--- config.mk ---
export PLATFORM = sky130hd
export DESIGN_NAME = ubx_frame_deframer_top
export DESIGN_NICKNAME = d
export VERILOG_FILES = /design/src/design/ubx_fd_pkg.sv /design/src/design/ubx_fd_front.sv /design/src/design/ubx_fd_queue.sv /design/src/design/ubx_fd_back.sv /design/src/design/ubx_frame_deframer_top.sv
export VERILOG_INCLUDE_DIRS = /design/src /design/src/design
export SDC_FILE = /design/constraint.sdc
export NUM_CORES = 1
export LEC_CHECK = 0
export BUFFER_PORTS_ARGS = -buffer_cell sky130_fd_sc_hd__buf_2
export CAP_MARGIN = 20
export CELL_PAD_IN_SITES_DETAIL_PLACEMENT = 0
export CELL_PAD_IN_SITES_GLOBAL_PLACEMENT = 1
export CORE_MARGIN = 5
export CORE_UTILIZATION = 51
export DETAILED_ROUTE_END_ITERATION = 6
export PLACE_DENSITY = 0.79
export SYNTH_ARGS = -nofsm -noshare
export SYNTH_HDL_FRONTEND = slang
export SYNTH_SLANG_ARGS = --single-unit
--- constraint.sdc ---
create_clock -name clk -period 5 [get_ports clk]
set_input_delay 0.5 -clock clk [delete_from_list [all_inputs] [get_ports clk]]
set_output_delay 0.5 -clock clk [all_outputs]
set_load 0.02 [all_outputs]
--- src/design/ubx_frame_deframer_top_defines.svh ---
// Assertion macros used by the deframer RTL
`ifndef UBX_FRAME_DEFRAMER_TOP_DEFINES_SVH
`define UBX_FRAME_DEFRAMER_TOP_DEFINES_SVH

// Same-cycle implication, checked on clk, off while in reset
`define UFD_ASSERT_NOW(lbl, ante, cons, msg) \
  lbl: assert property (@(posedge clk) disable iff (!rst_n) (ante) |-> (cons)) else $error(msg);

// Next-cycle implication, checked on clk, off while in reset
`define UFD_ASSERT_NEXT(lbl, ante, cons, msg) \
  lbl: assert property (@(posedge clk) disable iff (!rst_n) (ante) |=> (cons)) else $error(msg);

`endif

--- src/design/ubx_fd_pkg.sv ---
// Shared types and constants for the frame deframer
package ubx_fd_pkg;

  // Frame limits and layout
  localparam int unsigned MAX_PAYLOAD = 512;
  localparam int unsigned POS_W       = 10;
  localparam int unsigned LEN_W       = 10;
  localparam int unsigned IDX_W       = 9;
  localparam int unsigned HDR_LEN     = 6;

  // Result queue depth
  localparam int unsigned QUEUE_DEPTH = 4;
  localparam int unsigned QPTR_W      = $clog2(QUEUE_DEPTH);
  localparam int unsigned QCNT_W      = $clog2(QUEUE_DEPTH + 1);

  // Configuration register indexes
  localparam logic REG_SYNC_FIRST  = 1'b0;
  localparam logic REG_SYNC_SECOND = 1'b1;

  // Reset values of the sync registers
  localparam logic [7:0] SYNC_FIRST_RST  = 8'd181;
  localparam logic [7:0] SYNC_SECOND_RST = 8'd98;

  // Result kinds
  localparam logic KIND_PAYLOAD = 1'b0;
  localparam logic KIND_VERDICT = 1'b1;

  // Verdict status codes
  typedef enum logic [2:0] {
    ST_OK       = 3'd0,
    ST_BAD_SYNC = 3'd1,
    ST_TOO_LONG = 3'd2,
    ST_TRUNC    = 3'd3,
    ST_CSUM     = 3'd4
  } status_t;

  // One result word
  typedef struct packed {
    logic             item_kind;
    logic [7:0]       payload_byte;
    logic [IDX_W-1:0] payload_index;
    logic [7:0]       msg_class;
    logic [7:0]       msg_id;
    logic [LEN_W-1:0] payload_len;
    status_t          status;
  } result_t;

endpackage

--- src/design/ubx_fd_front.sv ---
// Front end: sync/header parser, 8-bit Fletcher checksum and result classification
module ubx_fd_front import ubx_fd_pkg::*; (
  input  logic       clk,
  input  logic       rst_n,
  input  logic       cfg_we,
  input  logic       cfg_index,
  input  logic [7:0] cfg_wdata,
  input  logic       in_valid,
  output logic       in_stall,
  input  logic [7:0] in_rx_byte,
  input  logic       in_buf_last,
  input  logic       q_full,
  output logic       q_push,
  output result_t    q_wdata
);

  logic [7:0]       sync_first_r, sync_second_r;
  logic [POS_W-1:0] pos_r, pos_nxt;
  logic [7:0]       sum_a_r, sum_a_nxt;
  logic [7:0]       sum_b_r, sum_b_nxt;
  logic [7:0]       class_r, class_nxt;
  logic [7:0]       id_r, id_nxt;
  logic [LEN_W-1:0] len_r, len_nxt;
  logic             verdict_r;

  logic             acc;
  logic             hit;
  logic             fwd;
  logic             add;
  status_t          st;
  logic [15:0]      len_full;
  logic [POS_W-1:0] len_end;
  logic [POS_W-1:0] idx_full;

  assign in_stall = q_full;
  assign acc      = in_valid && !in_stall;
  assign len_end  = len_r + POS_W'(HDR_LEN);
  assign idx_full = pos_r - POS_W'(HDR_LEN);
  assign len_full = {in_rx_byte, len_r[7:0]};

  // Classify the current word by its position in the frame
  always_comb begin
    hit       = 1'b0;
    fwd       = 1'b0;
    add       = 1'b0;
    st        = ST_OK;
    class_nxt = class_r;
    id_nxt    = id_r;
    len_nxt   = len_r;
    if (!verdict_r) begin
      if (pos_r == POS_W'(0)) begin
        if (in_rx_byte != sync_first_r) begin
          hit = 1'b1;
          st  = ST_BAD_SYNC;
        end
      end else if (pos_r == POS_W'(1)) begin
        if (in_rx_byte != sync_second_r) begin
          hit = 1'b1;
          st  = ST_BAD_SYNC;
        end
      end else if (pos_r == POS_W'(2)) begin
        class_nxt = in_rx_byte;
        add       = 1'b1;
      end else if (pos_r == POS_W'(3)) begin
        id_nxt = in_rx_byte;
        add    = 1'b1;
      end else if (pos_r == POS_W'(4)) begin
        len_nxt = {2'b00, in_rx_byte};
        add     = 1'b1;
      end else if (pos_r == POS_W'(5)) begin
        len_nxt = len_full[LEN_W-1:0];
        add     = 1'b1;
        if (len_full > 16'(MAX_PAYLOAD)) begin
          hit = 1'b1;
          st  = ST_TOO_LONG;
        end
      end else if (pos_r < len_end) begin
        add = 1'b1;
        fwd = 1'b1;
      end else if (pos_r == len_end) begin
        if (in_rx_byte != sum_a_r) begin
          hit = 1'b1;
          st  = ST_CSUM;
        end
      end else begin
        hit = 1'b1;
        st  = (in_rx_byte != sum_b_r) ? ST_CSUM : ST_OK;
      end
      // Buffer ended before the frame did
      if (!hit && in_buf_last) begin
        hit = 1'b1;
        st  = ST_TRUNC;
      end
    end
  end

  // Running checksum and position
  always_comb begin
    sum_a_nxt = add ? (sum_a_r + in_rx_byte) : sum_a_r;
    sum_b_nxt = add ? (sum_b_r + sum_a_nxt) : sum_b_r;
    pos_nxt   = pos_r + POS_W'(1);
  end

  // Result word toward the queue
  always_comb begin
    q_push                = acc && !verdict_r && (hit || fwd);
    q_wdata.item_kind     = hit ? KIND_VERDICT : KIND_PAYLOAD;
    q_wdata.payload_byte  = hit ? 8'd0 : in_rx_byte;
    q_wdata.payload_index = hit ? IDX_W'(0) : idx_full[IDX_W-1:0];
    q_wdata.msg_class     = class_nxt;
    q_wdata.msg_id        = id_nxt;
    q_wdata.payload_len   = (hit && st == ST_OK) ? len_r : LEN_W'(0);
    q_wdata.status        = hit ? st : ST_OK;
  end

  // Configuration registers
  always_ff @(posedge clk) begin
    if (!rst_n) begin
      sync_first_r  <= SYNC_FIRST_RST;
      sync_second_r <= SYNC_SECOND_RST;
    end else if (cfg_we) begin
      case (cfg_index)
        REG_SYNC_FIRST:  sync_first_r  <= cfg_wdata;
        REG_SYNC_SECOND: sync_second_r <= cfg_wdata;
        default: ;
      endcase
    end
  end

  // Frame state; cleared at every buffer end
  always_ff @(posedge clk) begin
    if (!rst_n) begin
      pos_r     <= '0;
      sum_a_r   <= '0;
      sum_b_r   <= '0;
      class_r   <= '0;
      id_r      <= '0;
      len_r     <= '0;
      verdict_r <= 1'b0;
    end else if (acc) begin
      if (in_buf_last) begin
        pos_r     <= '0;
        sum_a_r   <= '0;
        sum_b_r   <= '0;
        class_r   <= '0;
        id_r      <= '0;
        len_r     <= '0;
        verdict_r <= 1'b0;
      end else if (!verdict_r) begin
        if (hit) begin
          verdict_r <= 1'b1;
        end else begin
          pos_r   <= pos_nxt;
          sum_a_r <= sum_a_nxt;
          sum_b_r <= sum_b_nxt;
          class_r <= class_nxt;
          id_r    <= id_nxt;
          len_r   <= len_nxt;
        end
      end
    end
  end

endmodule

--- src/design/ubx_fd_queue.sv ---
// Short result queue between parser and output stage
module ubx_fd_queue import ubx_fd_pkg::*; (
  input  logic    clk,
  input  logic    rst_n,
  input  logic    push,
  input  result_t wdata,
  output logic    full,
  input  logic    pop,
  output logic    not_empty,
  output result_t rdata
);

`include "ubx_frame_deframer_top_defines.svh"

  result_t           mem [QUEUE_DEPTH];
  logic [QPTR_W-1:0] wr_ptr_r, rd_ptr_r;
  logic [QCNT_W-1:0] count_r, count_nxt;

  assign full      = (count_r == QCNT_W'(QUEUE_DEPTH));
  assign not_empty = (count_r != QCNT_W'(0));
  assign rdata     = mem[rd_ptr_r];

  always_comb begin
    count_nxt = count_r;
    if (push && !pop) count_nxt = count_r + QCNT_W'(1);
    else if (pop && !push) count_nxt = count_r - QCNT_W'(1);
  end

  // Storage
  always_ff @(posedge clk) begin
    if (push) begin
      mem[wr_ptr_r] <= wdata;
    end
  end

  // Pointers and fill count
  always_ff @(posedge clk) begin
    if (!rst_n) begin
      wr_ptr_r <= '0;
      rd_ptr_r <= '0;
      count_r  <= '0;
    end else begin
      if (push) wr_ptr_r <= wr_ptr_r + QPTR_W'(1);
      if (pop)  rd_ptr_r <= rd_ptr_r + QPTR_W'(1);
      count_r <= count_nxt;
    end
  end

  `UFD_ASSERT_NOW(a_no_overflow, push, !full, "push into full queue")
  `UFD_ASSERT_NOW(a_no_underflow, pop, not_empty, "pop from empty queue")
  `UFD_ASSERT_NOW(a_count_range, 1'b1, count_r <= QCNT_W'(QUEUE_DEPTH), "queue count out of range")
  `UFD_ASSERT_NEXT(a_count_inc, push && !pop, count_r == $past(count_r) + QCNT_W'(1), "count did not advance")

endmodule

--- src/design/ubx_fd_back.sv ---
// Back end: output register fed from the result queue
module ubx_fd_back import ubx_fd_pkg::*; (
  input  logic    clk,
  input  logic    rst_n,
  input  logic    q_not_empty,
  input  result_t q_rdata,
  output logic    q_pop,
  output logic    out_valid,
  input  logic    out_stall,
  output result_t out_data
);

  logic    out_valid_r;
  result_t out_data_r;

  // Load a new word whenever the register is empty or being taken
  assign q_pop     = q_not_empty && (!out_valid_r || !out_stall);
  assign out_valid = out_valid_r;
  assign out_data  = out_data_r;

  always_ff @(posedge clk) begin
    if (!rst_n) begin
      out_valid_r <= 1'b0;
    end else if (!out_valid_r || !out_stall) begin
      out_valid_r <= q_not_empty;
    end
  end

  always_ff @(posedge clk) begin
    if (q_pop) begin
      out_data_r <= q_rdata;
    end
  end

endmodule

--- src/design/ubx_frame_deframer_top.sv ---
// Top level of the UBX-style frame deframer
// Takes one buffer byte per cycle and checks sync, header, length and the
// Fletcher-16 checksum as the bytes stream through. Payload bytes come out
// as they arrive, followed by one verdict word per buffer; drop the payload
// when the verdict status is not ok. A byte is accepted every cycle unless
// the four-word result queue is full; a result word is written into the queue
// and then into the output register before it shows at the output. The input
// stalls only when the output side holds stall long enough to fill that queue.
module ubx_frame_deframer_top import ubx_fd_pkg::*; (
  input  logic             clk,
  input  logic             rst_n,
  input  logic             cfg_we,
  input  logic             cfg_index,
  input  logic [7:0]       cfg_wdata,
  input  logic             in_valid,
  output logic             in_stall,
  input  logic [7:0]       in_rx_byte,
  input  logic             in_buf_last,
  output logic             out_valid,
  input  logic             out_stall,
  output logic             out_item_kind,
  output logic [7:0]       out_payload_byte,
  output logic [IDX_W-1:0] out_payload_index,
  output logic [7:0]       out_msg_class,
  output logic [7:0]       out_msg_id,
  output logic [LEN_W-1:0] out_payload_len,
  output logic [2:0]       out_status
);

  logic    q_push, q_full, q_pop, q_not_empty;
  result_t q_wdata, q_rdata, out_data;

  ubx_fd_front u_front (
    .clk         (clk),
    .rst_n       (rst_n),
    .cfg_we      (cfg_we),
    .cfg_index   (cfg_index),
    .cfg_wdata   (cfg_wdata),
    .in_valid    (in_valid),
    .in_stall    (in_stall),
    .in_rx_byte  (in_rx_byte),
    .in_buf_last (in_buf_last),
    .q_full      (q_full),
    .q_push      (q_push),
    .q_wdata     (q_wdata)
  );

  ubx_fd_queue u_queue (
    .clk       (clk),
    .rst_n     (rst_n),
    .push      (q_push),
    .wdata     (q_wdata),
    .full      (q_full),
    .pop       (q_pop),
    .not_empty (q_not_empty),
    .rdata     (q_rdata)
  );

  ubx_fd_back u_back (
    .clk         (clk),
    .rst_n       (rst_n),
    .q_not_empty (q_not_empty),
    .q_rdata     (q_rdata),
    .q_pop       (q_pop),
    .out_valid   (out_valid),
    .out_stall   (out_stall),
    .out_data    (out_data)
  );

  // Split the result word onto its ports
  assign out_item_kind     = out_data.item_kind;
  assign out_payload_byte  = out_data.payload_byte;
  assign out_payload_index = out_data.payload_index;
  assign out_msg_class     = out_data.msg_class;
  assign out_msg_id        = out_data.msg_id;
  assign out_payload_len   = out_data.payload_len;
  assign out_status        = out_data.status;

endmodule
==> results by group <==
Finish
  – Share of post-route cells with drive strength above 1: 23.0%
  – Nets: 1047
  – Area delta synth->final: 13.6%
  – Ant. Diodes: 0
  – Cell Count, Final, Fillers Out: 1346

Route
  – DR vias/cell: 5.65
  – Routed Wire Length: 26900 um
  – Residual DRC: 0
  – First-pass DRT Iterations: 5
  – Routed Antenna Nets: 0
  – Routed len/inst: 20.0 um
  – DR vias: roughly 7600
  – 1st-iter DRT viols: 476

STA
  – Max-slew violation count: 0
  – Worst Skew: 0.0129 ns
  – Setup violators final: 0
  – Final hold violations: 0
  – Max frequency: 0.218 GHz
  – Worst slew pin tran: 0.871 ns
  – Max_slew headroom: 41.5%
  – Min Tclk post-route: roughly 4.6 ns
  – Tcrit/Tclk final: about nine tenths
  – Setup tns final: 0 ns
  – Post-layout worst setup margin: 0.417 ns
  – RSZ-0062 raised after global routing: false

Clock tree
  – Clock tree buffer depth: 3
  – CTS HTree Levels: 1
  – CTS buffer count: 31
  – Reg clk slew, reported paths: 0.06 ns
  – TritonCTS Sinks: approximately 310
  – Worst-Skew Late Latency: 0.55 ns
  – Root Driver: clkbuf_16
  – CTS tree: built
  – # Post-CTS Setup Buffers: 0

Run status
  – Outcome: finished, final reports clean

Flow run
  – Max Cap Viol: 0

Critical path
  – Family with the most delay on the worst path: compound AO/OA/AOI/OAI gates
  – Worst EP arrival: 5.01 ns
  – Crit-path cells: inv_1 -> ha_1 -> nor2_1 -> nand3_1 -> xor2_1 -> ha_1 -> a21oi_1 -> o21ai_1 -> a22oi_4 -> and3b_1 -> buf_4 -> mux2_2 -> ha_1 -> nand3_1 -> o211ai_1 -> o41ai_2 -> xor2_1 -> nor2_1 -> a221oi_1 -> o311ai_1
  – CP required: about 5.4 ns
  – CP max stage cell: o41ai_2
  – Critical path capture point type: register
  – CP Launch Type: register
  – Critical Path Fanout Max: 7
  – Worst path most repeated cell: ha_1
  – Worst path bufs/invs: 2
  – Critical path type: register to register
  – Max stage delay on crit path: 0.41 ns

Synth
  – Top_reg_cell synth: edfxtp_1
  – EDFF count, synth: 235
  – Share of the synthesized area in the top cell type: 52.9%
  – Distinct cells, synth: 69
  – #FFs+latches synth: approximately 310
  – Synthesis Warnings: 0
  – Post-synthesis sequential area ratio: 64.4%
  – Post-Syn Instances: 912
  – Synth top cells by count: edfxtp_1 (235), dfxtp_1 (77), nand2_1 (64)
  – Cell Area, Synth: 0.0133 mm^2
  – Most common cell in the netlist: edfxtp_1
  – Leading area contributor after synthesis: edfxtp_1
  – Syn avg cell area: 14.6 um^2
  – Top cells by area, synth: edfxtp_1 (53%), dfxtp_1 (12%), mux4_2 (7.9%)
  – Post-synthesis net count: 973
  – Asr flop ratio synth: 0%

Floorplanning
  – # rows: 59
  – # IOs: 72
  – Initial Util: 51.5%
  – Core Region: 0.0259 mm^2
  – Full die area: 0.0295 mm^2
  – Die width: about 170 um
  – Die H: 172 um

Placed design
  – Final Wtd Congestion: 0.853
  – IO Port Bufs: 71
  – Placed Cells incl. Taps: 1287
  – Placement Setup Slack: 0.281 ns
  – Detailed placer's ending HPWL: around 17000 um

Power
  – Power Dens Cells: approximately 470 mW/mm^2
  – Max VDD drop: 0.000286 V
  – Design Power: 7120 uW
  – Static Leak: 0.00541 uW

Global routing
  – Wire length of the first global-routing pass: 43200 um
  – Tot GR Track Use: around a fifth
  – Pin count of the biggest net entering global routing: between 50 and 60
  – Initial antenna violation count: 0
  – Total gr overflow: 0
  – Vias in the first global route: just under 8000

Min path
  – Hold Path Class: input port to register
## kinds of logic after synthesis
| logic type | synth area share [%] |
|---|---|
| compound gates | 6.39 |
| buf+inv | 2.23 |
| fa+ha+maj | 3.73 |
| flops | 64.4 |
| simple gates | 9.35 |
| mux | 10.3 |
| xor+xnor | 3.54 |
## layer usage
| layer | track usage, % | up-vias | share of wire (%) |
|---|---|---|---|
| met5 | 0 | - | 0 |
| met3 | 2.87 | 25 | 5.0 |
| li1 | - | 3629 | - |
| met1 | 27.1 | 3786 | 46 |
| met4 | 3.73 | 0 | 1.2 |
| met2 | 30.8 | 163 | 48 |
## area by class of cell
| cell class | count | area [um^2] |
|---|---|---|
| fill | 2022 | 10700 |
| sequential | 312 | 8600 |
| multi-input combinational | 531 | 4490 |
| clock buffer | 45 | 908 |
| timing repair buffer | 86 | 472 |
| tap | 335 | 419 |
| clock inverter | 13 | 179 |
| inverter | 24 | 90.1 |
## final timing paths
check,from,to,slack [ns],depth (start not counted)
worst max-delay path,u_front.len_r[2],u_front.sum_b_r[7],0.42,20
worst min-delay path,cfg_wdata[2],u_front.sync_first_r[2],0.17,3
worst max register to register,u_front.len_r[2],u_front.sum_b_r[7],0.42,20
worst min register to register,u_front.sync_second_r[0],u_front.sync_second_r[0],0.47,2
## registers in the layout, summed over array words and instances, names as in the netlist, 8 cells and up
name	cells
u_back.out_data	47
u_front.sync_first_r	8
u_front.len_r	10
u_front.sum_a_r	8
u_front.sum_b_r	8
u_front.class_r	8
u_queue.mem	188
u_front.pos_r	10
u_front.sync_second_r	8
u_front.id_r	8
## stage by stage
step	utilization, %	hold slack (ns)	area [um^2]
3_5_place_dp	54.2	0.459	14000
5_1_grt	58.5	0.156	15200
3_3_place_gp	54.2	0.455	14000
6_report	58.5	0.169	15200
2_1_floorplan	-	0.443	13300
4_1_cts	58.4	0.147	15100
## report_power, final
group          internal (uW)  total, uW  switching (uW)
logic                    510       1300             793
clock network           1470       2400             940
registers               3250       3410             153
total                   5230       7120            1890
## worst register-to-register path, stage by stage, from the launching register on
cell and delay, ns:
dfxtp_1 0.40, inv_1 0.08, ha_1 0.22, nor2_1 0.18
nand3_1 0.11, xor2_1 0.16, ha_1 0.31, a21oi_1 0.18
o21ai_1 0.14, a22oi_4 0.21, and3b_1 0.24, buf_4 0.20
mux2_2 0.37, ha_1 0.35, nand3_1 0.10, o211ai_1 0.11
o41ai_2 0.41, xor2_1 0.22, nor2_1 0.07, a221oi_1 0.26
o311ai_1 0.14
## cells in the final DEF, fill, tap and decap left out, types with 4 or more instances in the layout
master	count
nor4_1	9
mux2_2	21
buf_2	71
nand3_1	32
a22o_1	20
mux4_2	47
edfxtp_1	235
a22oi_1	8
inv_1	23
nand4_1	12
buf_4	14
nor2b_1	13
clkbuf_16	31
and3_2	4
o21ai_0	13
a21oi_1	37
nor3_1	8
xnor2_1	32
ha_1	35
clkinv_2	5
nor3b_1	6
clkbuf_1	6
clkbuf_8	8
dfxtp_1	74
or3_1	8
nor2_1	48
o31ai_1	6
xor2_1	22
mux2i_1	5
nand2_1	64
and2_1	11
o211ai_1	4
bufinv_16	4
nand2b_1	5
and3_1	4
## timing repair
| action | CTS | global route |
|---|---|---|
| setup endpoints to repair | 0 | 1 |
| hold buffers | 0 | 0 |
| resized for setup | 0 | 6 |
Power figures use the tool's default switching activity.
